$ cat src/rtl/falq_pkg.sv
// ----------------------------------------------------------------------------
// falq_pkg: shared types and constants of the Q-format 64-bit ALU
// Operation codes, the item carried down the pipeline and the divider state.
// ----------------------------------------------------------------------------
package falq_pkg;

  typedef enum logic [1:0] {
    MODE_ADD = 2'd0,
    MODE_SUB = 2'd1,
    MODE_MUL = 2'd2,
    MODE_DIV = 2'd3
  } mode_e;

  localparam int unsigned DataW = 64;
  localparam int unsigned DivSteps = 64;
  localparam logic [63:0] MaxPos = 64'h7FFF_FFFF_FFFF_FFFF;

  // side data that rides along with the divide chain
  typedef struct packed {
    mode_e       mode;
    logic [63:0] res;     // add/sub/mul result
    logic        gt;
    logic        lt;
    logic        eq;
    logic        dz;      // shifted divisor is zero
    logic        neg;     // quotient sign
  } item_t;

  // restoring divider state
  typedef struct packed {
    logic [63:0] rem;
    logic [63:0] quo;     // dividend bits out, quotient bits in
    logic [63:0] den;
  } div_t;

endpackage

$ cat src/rtl/falq_div_stage.sv
// ----------------------------------------------------------------------------
// falq_div_stage: one restoring divide step
// Shifts one dividend bit into the remainder and develops one quotient bit.
// ----------------------------------------------------------------------------
module falq_div_stage (
  input  logic             clk_i,
  input  logic             rst_ni,
  input  logic             en_i,
  input  logic             vld_i,
  input  falq_pkg::item_t  item_i,
  input  falq_pkg::div_t   div_i,
  output logic             vld_o,
  output falq_pkg::item_t  item_o,
  output falq_pkg::div_t   div_o
);
  import falq_pkg::*;

  logic [63:0] part;
  logic        fits;
  div_t        div_d, div_q;
  item_t       item_q;
  logic        vld_q;

  // remainder stays below the divisor (at most 2^63), so part never overflows
  assign part = {div_i.rem[62:0], div_i.quo[63]};
  assign fits = part >= div_i.den;

  always_comb begin
    div_d.den = div_i.den;
    div_d.rem = fits ? (part - div_i.den) : part;
    div_d.quo = {div_i.quo[62:0], fits};
  end

  always_ff @(posedge clk_i or negedge rst_ni) begin
    if (!rst_ni) begin
      vld_q <= 1'b0;
    end else if (en_i) begin
      vld_q <= vld_i;
    end
  end

  always_ff @(posedge clk_i) begin
    if (en_i) begin
      div_q  <= div_d;
      item_q <= item_i;
    end
  end

  assign vld_o  = vld_q;
  assign item_o = item_q;
  assign div_o  = div_q;

endmodule

$ cat config.mk
export PLATFORM = sky130hd
export DESIGN_NAME = falq_div_stage
export DESIGN_NICKNAME = d
export VERILOG_FILES = /design/src/rtl/falq_pkg.sv /design/src/rtl/falq_div_stage.sv
export SDC_FILE = /design/constraint.sdc
export NUM_CORES = 1
export LEC_CHECK = 0
export BUFFER_PORTS_ARGS = -buffer_cell sky130_fd_sc_hd__buf_2
export CORE_AREA = 2 2 207 209
export CTS_CLUSTER_DIAMETER = 80
export DETAILED_ROUTE_END_ITERATION = 8
export DIE_AREA = 0 0 209 211
export GPL_ROUTABILITY_DRIVEN = 0
export REMOVE_ABC_BUFFERS = 1
export SLEW_MARGIN = 5
export SYNTH_ARGS = -nofsm -noshare
export SYNTH_HDL_FRONTEND = slang
export SYNTH_SLANG_ARGS = --single-unit
$ cat constraint.sdc
create_clock -name clk_i -period 0.9 [get_ports clk_i]
set_clock_uncertainty 0.05 [all_clocks]
set_input_delay 0.18 -clock clk_i [delete_from_list [all_inputs] [get_ports clk_i]]
set_output_delay 0.18 -clock clk_i [all_outputs]
set_load 0.01 [all_outputs]
==> results by stage, run 1 <==
Clock network:
- The root cell of the clock tree is sky130_fd_sc_hd__clkbuf_16.
- Clock latency on the worst-skew pair, taken at its later pin, is 0.57 ns.
- The clock buffer count from CTS is 31.
- The clock tree buffer depth is 3.
- TritonCTS built the clock tree.
- For this design, the sink count on the clock tree is 264.
- In this run the number of H-tree levels came out at 1.
- Clock-pin slew was measured on the worst setup and hold paths at roughly 0.06 ns.
- For this design, the CTS-stage hold fixing added 259 buffers.

Layout:
- In the final layout, the multi-input gates occupy 0.00546 mm2.
- The library cells used most frequently in the layout, excluding fill and tap cells, are sky130_fd_sc_hd__buf_2, sky130_fd_sc_hd__buf_4, sky130_fd_sc_hd__edfxtp_1.
- The flip-flop and latch area is ~0.0079 mm2.
- The leading cell type in the layout, fill and taps excluded is sky130_fd_sc_hd__buf_2.
- The total non-filler cell area in the finished layout is 0.0241 mm2.
- The fraction of layout cells with a size suffix above 1 is 0.496.
- The number of standard cells in the final layout excluding fillers is between 2,000 and 3,000.
- The area growth from synthesis to layout is 84.1%.
- The net count reported at finish is 2,577.
- The layout has around 3,400 filler cells.

Power:
- The portion of total power attributed to sequential cells is 0.390.
- The static leakage is 10.8 nW.
- The internal power is 27.8 mW.
- Of the total power, combinational logic draws 0.294.
- The worst voltage drop across the vdd grid is 1810 uV.
- Of the total power, the share spent switching nets is 0.293.
- The net switching component of the power is 11.5 mW.
- The total design power is roughly 39 mW.
- The power density relative to cell area is about 1600 mW/mm2.
- The clock network power share is 0.316.

Critical path:
- The category of the worst setup path launch point is an input port.
- The worst setup path is captured at a flop.
- In this run the worst path has a maximum fanout of 8.
- The worst reg2reg path startpoint is vld_o.
- The number of cells on the worst reg-to-reg path is 1.
- The data arrival time of the critical path is about 2.9 ns.
- The critical path is of the in2reg type.
- For flop-to-flop paths, the worst setup slack is about 0.090 ns.
- The endpoint of the lowest-slack register-to-register path is vld_o.
- The required time at the endpoint of the critical path is 1.17 ns.
- The origin of the worst setup path is div_i[29].
- The termination of the worst setup path is div_o[190].

Yosys:
- The main combinational cell family by area after synthesis is compound AO/OA/AOI/OAI gates.
- Each instance of the synthesized netlist takes up on average 12.1 um2.
- Of the total synthesized cell area, the portion taken by AND, OR, NAND and NOR gates is 0.0975.
- The number of warning messages in the yosys log is 0.
- The gate count after technology mapping is 1,084.
- Yosys mapped the design onto 71 distinct sky130hd cell types.
- The synthesis-stage register bit count is 264.
- For this run, asynchronously set or reset flops after synthesis account for 0.00379.
- Of the post-synthesis cell area, the dominant cell type holds 0.604.
- The synthesized design contains 263 enable-type register cells.
- Of the total synthesized cell area, the portion taken by XOR and XNOR cells is 0.0335.
- The share of the Yosys chip area taken by registers is 0.606.
- The most used flip-flop cell after synthesis is sky130_fd_sc_hd__edfxtp_1.
- In the post-synthesis netlist, the biggest area contributors are sky130_fd_sc_hd__edfxtp_1, sky130_fd_sc_hd__ha_1, sky130_fd_sc_hd__a21oi_1.
- The synthesized-area fraction occupied by ao, oa, aoi and oai cells is 0.152.
- The library cell with the largest summed area after synthesis is sky130_fd_sc_hd__edfxtp_1.
- The cell area after technology mapping is 0.0131 mm2.
- Of the total synthesized cell area, the portion taken by full adders, half adders and majority gates is 0.0628.
- Of the post-synthesis cell area, the part taken by muxes is 0.00507.

Drt:
- The total length of routed wires is between 50,000 and 60,000 um.
- The residual DRC count is 0.
- Using the TritonRoute via totals, the vias-per-cell ratio works out to 4.80.
- Before antenna repair, the detailed router went through 5 iterations.
- The via count is 13,478.
- In this run the remaining antenna-violating nets after routing total 0.
- For this block, the initial DRC count from the detailed router was 900.
- In the final routed layout, each cell accounts on average for 19.6 um.

Run status:
- The run finished, with violations left.
- The final reports fail on hold timing, setup timing.

Die:
- The floorplan step defined a die boundary enclosing 0.0441 mm2.
- The core region is 0.0418 mm2.
- The placement row count is 75.
- 531 I/O pins were placed.
- The initial cell density of the core is 0.313.
- The floorplan step set the die height to 211 um.
- The width of the chip is 209 um.

Global routing:
- After global routing the overflow that remains totals 0.
- The wire length of the first global-routing pass is 79,500 um.
- The via count of the first global-routing pass was 14,057.
- In the global route stage, overall resource usage came out at 0.235.
- The initial antenna violation count is 9.
- The pin count of the biggest net entering global routing is 30.

Timing:
- The final setup violation count is 334.
- Setup repair after global routing could not meet its margin everywhere.
- Measured against its own limit, the worst slew margin works out to 0.611.
- The final number of max-transition violations is 0.
- Of the available clock period, the critical path in the final layout requires 2.89.
- Setup slack on the critical path of the routed design comes to -1.70 ns.
- The worst slack on hold paths is -0.0425 ns.
- The number of failing hold endpoints at the final stage is 19.
- The transition time of the tightest slew-check pin is about 0.58 ns.
- After layout, the minimum clock period comes to 2.60 ns.
- The maximum clock rate is 384 MHz.

Min path:
- The type of the most critical hold path is in2reg.

Placement:
- The instance area after placement is around 0.019 mm2.
- The count of buffers from port buffering is 529.
- The placed instance count is around 2,500.
- The HPWL after detailed placement is 38,200 um.
- The setup slack after placement is -2.69 ns.

Job:
- The number of max-cap violations is 0.
-- area by class of cell --
type | count | share of cell area
Timing Repair Buffer | 1166 | 0.360
Multi-Input combinational cell | 693 | 0.227
Clock buffer | 33 | 0.0325
Sequential cell | 264 | 0.329
Tap cell | 539 | 0.0280
Clock inverter | 23 | 0.00904
Antenna cell | 3 | 0.000312
Inverter | 89 | 0.0146
-- critical path, cell delays in order --
cell	delay, ns
sky130_fd_sc_hd__buf_2	0.09
sky130_fd_sc_hd__inv_1	0.04
sky130_fd_sc_hd__ha_1	0.32
sky130_fd_sc_hd__a21oi_1	0.26
sky130_fd_sc_hd__o21ai_1	0.18
sky130_fd_sc_hd__a221oi_4	0.25
sky130_fd_sc_hd__o221ai_2	0.14
sky130_fd_sc_hd__and2_0	0.18
sky130_fd_sc_hd__or4b_4	0.55
sky130_fd_sc_hd__nand2_8	0.14
sky130_fd_sc_hd__inv_12	0.08
sky130_fd_sc_hd__buf_6	0.12
sky130_fd_sc_hd__buf_12	0.14
sky130_fd_sc_hd__a31o_2	0.19
-- cell usage after synthesis (12+ instances only) --
cell / instances
sky130_fd_sc_hd__edfxtp_1: 263
sky130_fd_sc_hd__a21oi_1: 106
sky130_fd_sc_hd__inv_1: 88
sky130_fd_sc_hd__nand2_1: 85
sky130_fd_sc_hd__nor2_1: 79
sky130_fd_sc_hd__ha_1: 64
sky130_fd_sc_hd__o21ai_0: 54
sky130_fd_sc_hd__a21o_1: 34
sky130_fd_sc_hd__xnor2_1: 27
sky130_fd_sc_hd__nand4_1: 23
sky130_fd_sc_hd__xor2_1: 23
sky130_fd_sc_hd__buf_2: 15
sky130_fd_sc_hd__clkbuf_1: 15
sky130_fd_sc_hd__nor3_1: 14
sky130_fd_sc_hd__nand3_1: 13
sky130_fd_sc_hd__o21bai_1: 12
-- routing by layer --
metal / vias up / wire, um / track usage
li1: 6383 / - / -
met1: 6471 / 21600 / 0.278
met2: 509 / 27900 / 0.422
met3: 109 / 3740 / 0.0514
met4: 6 / 1680 / 0.0746
met5: - / 39 / 0
-- through the flow --
stage                util  TNS [ns]  hold WS, ns
finish              0.576   -218.17      -0.0425
global route        0.576   -233.90      -0.0529
CTS                 0.561   -225.38      -0.0628
detailed placement  0.455   -181.70      -0.0897
global placement    0.455   -177.78      -0.0939
floorplan               -   -139.07       -0.166
-- repair_timing --
action | in CTS | in global routing
resized for setup | 148 | 121
gates cloned | 6 | 0
pin swaps | 24 | 46
buffers inserted | 12 | 9
endpoints found under the setup margin | 329 | 334
hold endpoints to repair | 280 | 19
-- how the worst min path moves through the flow --
stage | end | depth (start not counted) | start
finish | div_o[175] | 3 | div_i[174]
floorplan | vld_o | 0 | rst_ni
global route | div_o[175] | 3 | div_i[174]
CTS | div_o[175] | 3 | div_i[174]
detailed placement | vld_o | 1 | rst_ni
global placement | vld_o | 1 | rst_ni
-- cell families (layout without fill, tap and decap cells) --
logic type	count (synthesis)	count (layout)
adder cells (fa/ha/maj)	65	65
flip-flops	264	264
other	0	3
buffers and inverters	127	1311
AO/OA/AOI/OAI	306	306
XOR/XNOR	50	50
multiplexers	5	5
AND/OR/NAND/NOR	267	267
-- power groups by stage --
stage	combinational (mW)	sequential (mW)	clock [mW]
global placement	8.78	15.5	0
floorplan	3.09	16.1	0
detailed placement	8.89	15.5	0
finish	11.5	15.3	12.4
CTS	10.8	15.3	12.6
global route	12.3	15.4	13.1
-- registers in the layout (all words and copies together), names as in the netlist --
signal,flops
div_o,192
item_o,71
vld_o,1
No activity file was read; power rests on OpenSTA's default activity.
==> inputs of run 2 (changes only) <==
--- a/config.mk
+++ b/config.mk
@@ -6,10 +6,11 @@
 export NUM_CORES = 1
 export LEC_CHECK = 0
 export BUFFER_PORTS_ARGS = -buffer_cell sky130_fd_sc_hd__buf_2
-export CORE_AREA = 2 2 207 209
+export CORE_ASPECT_RATIO = 0.5
+export CORE_MARGIN = 2
+export CORE_UTILIZATION = 35
 export CTS_CLUSTER_DIAMETER = 80
 export DETAILED_ROUTE_END_ITERATION = 8
-export DIE_AREA = 0 0 209 211
 export GPL_ROUTABILITY_DRIVEN = 0
 export REMOVE_ABC_BUFFERS = 1
 export SLEW_MARGIN = 5
==> results by stage, run 2 (synthesis gave the netlist of run 1 again) <==
Global routing:
- Entering global routing, the biggest net connects 47 pins.
- The initial antenna violation count is 10.
- Across every metal layer, demand over resource in global routing totals 0.253.
- The total congestion overflow is 0.
- The via count of the first global-routing pass is 13,828.
- The wire length of the first global-routing pass is 77,500 um.

Timing:
- The final number of max-transition violations is 0.
- The routed design could run at a clock period as short as 2.51 ns.
- The number of failing hold endpoints at the final stage is 2.
- For the final routed database, the setup TNS stands at -203.51 ns.
- Setup repair after global routing could not meet its margin everywhere.
- The relative slew slack is 0.545.
- The final period utilization is 2.79.
- The final setup violation count is about 330.
- After layout, the worst setup slack is -1.61 ns.
- The maximum clock rate is 399 MHz.
- The worst slack on hold paths is -0.241 ns.
- At the pin with the least slew margin, the transition time is 0.675 ns.

Die:
- From left edge to right edge, the die measures 277 um.
- The die covers 0.0390 mm2.
- In this run the standard cell core region covers 0.0364 mm2.
- The vertical die dimension is 141 um.
- The placement row count is 49.
- For this design the top-level I/O count stands at 531.
- For this configuration, the core starts out at a cell density of 0.360.

Critical path:
- Along the worst path, the maximum fanout reaches 7.
- The critical path class is in2reg.
- The worst register-to-register path begins at vld_o.
- The data arrival time of the critical path is 2.77 ns.
- The sum of buffers and inverters on the critical path is 6.
- The delay of the slowest critical-path stage is 0.59 ns.
- In this design, the largest share of critical-path delay is due to compound AO/OA/AOI/OAI gates.
- The flop-to-flop setup slack is ~0.070 ns.
- The endpoint of the lowest-slack register-to-register path is vld_o.
- Walking the worst path, the cells encountered are buf_2 > inv_1 > ha_1 > a21o_1 > a21o_1 > a21o_1 > a21oi_2 > o21ai_1 > or4b_4 > nand2_8 > inv_12 > buf_12 > buf_12 > buf_12 > nor2_4 > a21oi_2.
- The cell with the largest stage delay on the worst path is sky130_fd_sc_hd__or4b_4.
- The required time at the endpoint of the critical path is 1.16 ns.
- The critical path endpoint category is a flop.
- The category of the worst setup path launch point is an input port.
- For the worst flop-to-flop path, the logic depth is 1.

Job:
- The number of max-cap violations is 0.

Layout:
- The core occupancy in the finished layout is 0.683.
- The net count reported at finish is 2,580.
- Leaving out fill and tap cells, the most frequent cells in the layout are sky130_fd_sc_hd__buf_2, sky130_fd_sc_hd__buf_4, sky130_fd_sc_hd__edfxtp_1.
- The fraction of layout cells with a size suffix above 1 is 0.539.
- With fillers left out, the area of the finished cells amounts to ~0.025 mm2.
- The filler cells instantiated in the layout total 2,615.
- The register with the most flip-flops in the layout has 192 of them.
- The leading cell type in the layout, fill and taps excluded is sky130_fd_sc_hd__buf_2.
- The area growth from synthesis to layout is 89.8%.

Clock network:
- The clock tree buffer depth is 3.
- The worst-skew pair later-pin latency is 0.55 ns.
- The clock edge transition at the registers on the reported setup and hold paths is 0.07 ns.
- The clock sink count is 264.
- The CTS tree is yes.
- CTS built an H-tree with a depth of 1.
- The root cell of the clock tree is sky130_fd_sc_hd__clkbuf_16.
- TritonCTS created 26 clock buffers.

Drt:
- The number of routed nets with antenna violations is 0.
- After detailed routing, the number of remaining DRC violations is 0.
- The via density per instance is 4.91.
- The detailed router placed 13,554 vias in this run.
- The total length of routed wires is around 53,000 um.
- After detailed routing, the average wire length per cell comes to 19.3 um.
- The first TritonRoute pass finished after 5 iterations.
- For this block, the initial DRC count from the detailed router was 884.

Min path:
- The worst hold path depth is 1.
- The worst hold path belongs to the class in2reg.
- The beginning of the worst hold path is div_i[0].
- The end point of the most critical hold path is div_o[0].

Run status:
- The flow ran to the end, but the final reports show violations.
- The final reports fail on hold timing, setup timing.

Power:
- The worst voltage drop across the vdd grid is around 1300 uV.
- The power density relative to cell area is 1590 mW/mm2.
- Summed over all cells, the static leakage comes to ~11 nW.

Placement:
- Detailed placement ended at an HPWL of 37,100 um.
- Timing analysis after detailed placement gives a worst setup slack of -2.58 ns.
- The instance area after placement is 0.0190 mm2.
- Buffers placed on the I/O ports in this run total between 500 and 600.
## run 2: what timing repair did
action	CTS	global route
gates resized for setup	196	235
cloned	3	2
endpoints found under the hold margin	250	4
pin swaps	58	94
buffers inserted	22	20
setup endpoints to repair	329	329
hold buffers	249	1
## run 2: layout make-up
cell class / instances / area, um2 / share of cell area
Multi-Input combinational cell: 693 / 6190 / 0.249
Tap cell: 484 / 606 / 0.0244
Clock inverter: 15 / 176 / 0.00711
Antenna cell: 10 / 25.0 / 0.00101
Timing Repair Buffer: 1174 / 8830 / 0.356
Inverter: 89 / 362 / 0.0146
Sequential cell: 264 / 7920 / 0.319
Clock buffer: 32 / 713 / 0.0287
## run 2: report_power, final
group	leakage, nW	internal, mW	switching [mW]
clock	0.438	6.56	5.13
combinational	7.87	6.36	6.01
sequential	2.59	14.9	0.386
## run 2: metal layers
| metal | routed length [um] | track usage | vias up |
|---|---|---|---|
| li1 | - | - | 6390 |
| met1 | 21200 | 0.314 | 6660 |
| met2 | 28000 | 0.457 | 421 |
| met3 | 2790 | 0.0396 | 83 |
| met4 | 1260 | 0.0749 | 0 |
| met5 | 0 | 0 | - |
## run 2: per-stage QoR
stage,std cells,hold slack [ns],total power [mW]
after global placement,2417,-0.0947,24.3
after floorplan,1046,-0.166,19.2
after detailed placement,2417,-0.0938,24.4
final,2761,-0.241,39.4
after CTS,2735,-0.260,38.1
after global routing,2761,-0.263,40.8
## run 2: how the worst max path moves through the flow
stage	from	endpoint	slack, ns	cells past startpoint
after floorplan	div_i[42]	div_o[180]	-2.48	12
after global placement	div_i[0]	div_o[170]	-2.55	15
after detailed placement	div_i[0]	div_o[190]	-2.58	14
after CTS	div_i[0]	div_o[175]	-1.60	13
after global routing	div_i[57]	div_o[176]	-1.66	16
final	div_i[57]	div_o[172]	-1.61	16
==> inputs of run 3 (changes only) <==
--- a/config.mk
+++ b/config.mk
@@ -12,7 +12,6 @@
 export CTS_CLUSTER_DIAMETER = 80
 export DETAILED_ROUTE_END_ITERATION = 8
 export GPL_ROUTABILITY_DRIVEN = 0
-export REMOVE_ABC_BUFFERS = 1
 export SLEW_MARGIN = 5
 export SYNTH_ARGS = -nofsm -noshare
 export SYNTH_HDL_FRONTEND = slang
==> results by stage, run 3 (synthesis gave the netlist of run 1 again) <==
Layout:
- The flip-flop count of the largest register, all copies and words added is 192.
- In the final layout, the share of cells above drive strength 1 is 0.528.
- The area growth from synthesis to layout is 89.5%.
- The number of standard cells in the final layout excluding fillers is 2,770.
- The leading cell type in the layout, fill and taps excluded is sky130_fd_sc_hd__buf_2.
- In the layout the commonest cells are sky130_fd_sc_hd__buf_2, sky130_fd_sc_hd__buf_4, sky130_fd_sc_hd__edfxtp_1.
- The net count reported at finish is around 2,600.

Global routing:
- The first global-routing pass estimated around 81,000 um of wire.
- Entering global routing, the biggest net connects 22 pins.
- The initial antenna violation count is 6.
- In the global route stage, overall resource usage came out at 0.269.
- After global routing the overflow that remains totals 0.
- The via count of the first global-routing pass was 14,188.

Timing:
- Setup repair after global routing could not meet its margin everywhere.
- The maximum clock rate is 388 MHz.
- Measured against its own limit, the worst slew margin works out to 0.573.
- Setup violations remaining at the end of the flow were counted as 329.
- The least setup slack across all paths after layout is -1.68 ns.
- The number of failing hold endpoints at the final stage came to 2.
- The transition time of the tightest slew-check pin is 0.635 ns.
- The smallest clock period supported by the final layout is computed as 2.58 ns.
- The final period utilization is 2.86.
- The final number of max-transition violations was 0.
- On the final layout, the worst hold slack is -0.00512 ns.

Die:
- The placement row count is 49.
- The count of boundary I/O pins is 531.
- The region available for standard cell placement spans 0.0364 mm2.
- The initial cell density of the core is 0.360.
- The vertical die dimension is 141 um.
- The area of the die is ~0.039 mm2.
- From left edge to right edge, the die measures 277 um.

Critical path:
- The critical path goes through buf_6 > ha_4 > a211o_1 > buf_6 > o32ai_4 > a21o_1 > a2111oi_4 > or4b_4 > nand2_8 > buf_12 > clkinv_16 > buf_6 > a311oi_2.
- The largest single stage delay on the critical path is 0.53 ns.
- The critical path in this run is classified as in2reg.
- The worst setup path is launched from an input port.
- The family with the most delay on the worst path is compound AO/OA/AOI/OAI gates.
- Counting stages on the worst path, the most repeated cell is sky130_fd_sc_hd__buf_6.
- The setup check on the worst reg-to-reg path leaves a slack of 0.07 ns.
- The slowest stage of the critical path is the sky130_fd_sc_hd__or4b_4 cell.
- The data arrival time of the critical path is 2.92 ns.
- The critical path contains buffers and inverters numbering 5 combined.
- The largest fanout on the critical path is 8.
- The worst setup path is captured at a flop.
- Data on the critical path is required at its endpoint by 1.24 ns.

Drt:
- The iteration-0 DRC count of the detailed router is 1,075.
- After detailed routing, the number of vias per cell comes to approximately 4.9.
- The routed design has approximately 55,000 um of wire.
- In the routed design, unresolved DRC markers number 0.
- The pre-antenna-repair detailed-routing pass consisted of 7 iterations.
- The routed layout has 13,531 vias.
- The number of routed nets with antenna violations is 0.
- The wire length per cell is 20.0 um.

Clock network:
- The clock drives 264 sinks.
- TritonCTS created 25 clock buffers.
- After clock tree synthesis, the clock-pin slew on the worst setup and hold paths is roughly 0.070 ns.
- The number of hold buffers added after CTS was 256.
- The worst-skew pair later-pin latency is between 0.5 and 0.6 ns.
- The clock tree buffer depth is 3.
- TritonCTS built the clock tree.
- The maximum level of the CTS H-tree is 1.
- The cell sitting at the root of the clock tree is a sky130_fd_sc_hd__clkbuf_16.

Min path:
- The type of the most critical hold path is in2reg.

Power:
- The total design power is 39.2 mW.
- In this run the power density over the cells is around 1600 mW/mm2.
- The static leakage is roughly 11 nW.
- The worst voltage drop across the vdd grid is 1290 uV.

Placement:
- The placed instance count is roughly 2,400.
- The count of buffers from port buffering is 529.
- The HPWL after detailed placement is 37,700 um.

Run status:
- The run finished, with violations left.
- The final reports fail on hold timing, setup timing.

Job:
- Max-cap violations in this run came to 0.

Yosys:
- The number of nets in the synthesized netlist is 1,416.
==> run 3: area by class of cell <==
| cell class | count | area (um2) |
|---|---|---|
| timing repair buffer | 1185 | 8900 |
| inverter | 89 | 375 |
| multi-input combinational | 693 | 6060 |
| tap | 484 | 606 |
| clock inverter | 15 | 178 |
| antenna | 7 | 17.5 |
| timing repair inverter | 3 | 45.0 |
| sequential | 264 | 7920 |
| fill | 2623 | 11600 |
| clock buffer | 30 | 664 |
==> run 3: per-stage QoR <==
stage	utilization	hold slack, ns	TNS [ns]	area (um2)	worst slack (ns)
after floorplan	-	-0.166	-119.37	13300	-1.95
after global placement	0.527	-0.0942	-172.57	19200	-2.42
after detailed placement	0.527	-0.0929	-173.99	19200	-2.44
after CTS	0.663	-0.0275	-210.33	24100	-1.58
after global routing	0.681	-0.0292	-227.45	24800	-1.73
final	0.681	-0.00512	-212.24	24800	-1.68
==> run 3: power by group <==
| part | switching (mW) | total [mW] | leakage (nW) | internal (mW) |
|---|---|---|---|---|
| combinational | 6.28 | 12.7 | 7.96 | 6.41 |
| sequential | 0.373 | 15.3 | 2.59 | 14.9 |
| clock | 5.05 | 11.2 | 0.406 | 6.19 |
| total | 11.7 | 39.2 | 10.9 | 27.5 |
==> run 3: worst paths after layout <==
| path | end | from | cells after the start |
|---|---|---|---|
| max | div_o[170] | div_i[134] | 13 |
| min | div_o[150] | en_i | 2 |
| max reg2reg | vld_o | vld_o | 1 |
| min reg2reg | vld_o | vld_o | 1 |
| max in group asynchronous | vld_o | rst_ni | 3 |
| min in group asynchronous | vld_o | rst_ni | 3 |
==> run 3: per-layer routing <==
metal | wire (um) | part of all wire | vias up | GRT usage
li1 | - | - | 6413 | -
met1 | 21800 | 0.39 | 6498 | 0.324
met2 | 27900 | 0.51 | 491 | 0.475
met3 | 3340 | 0.060 | 129 | 0.0568
met4 | 2260 | 0.041 | 0 | 0.107
met5 | 0 | 0 | - | 0
==> run 3: what timing repair did <==
action                                  CTS  global route
cloned                                    9             1
setup buffers                            31            12
endpoints found under the setup margin  329           329
gates resized for setup                 267           119
pin swaps                                59            57
endpoints found under the hold margin   261             7
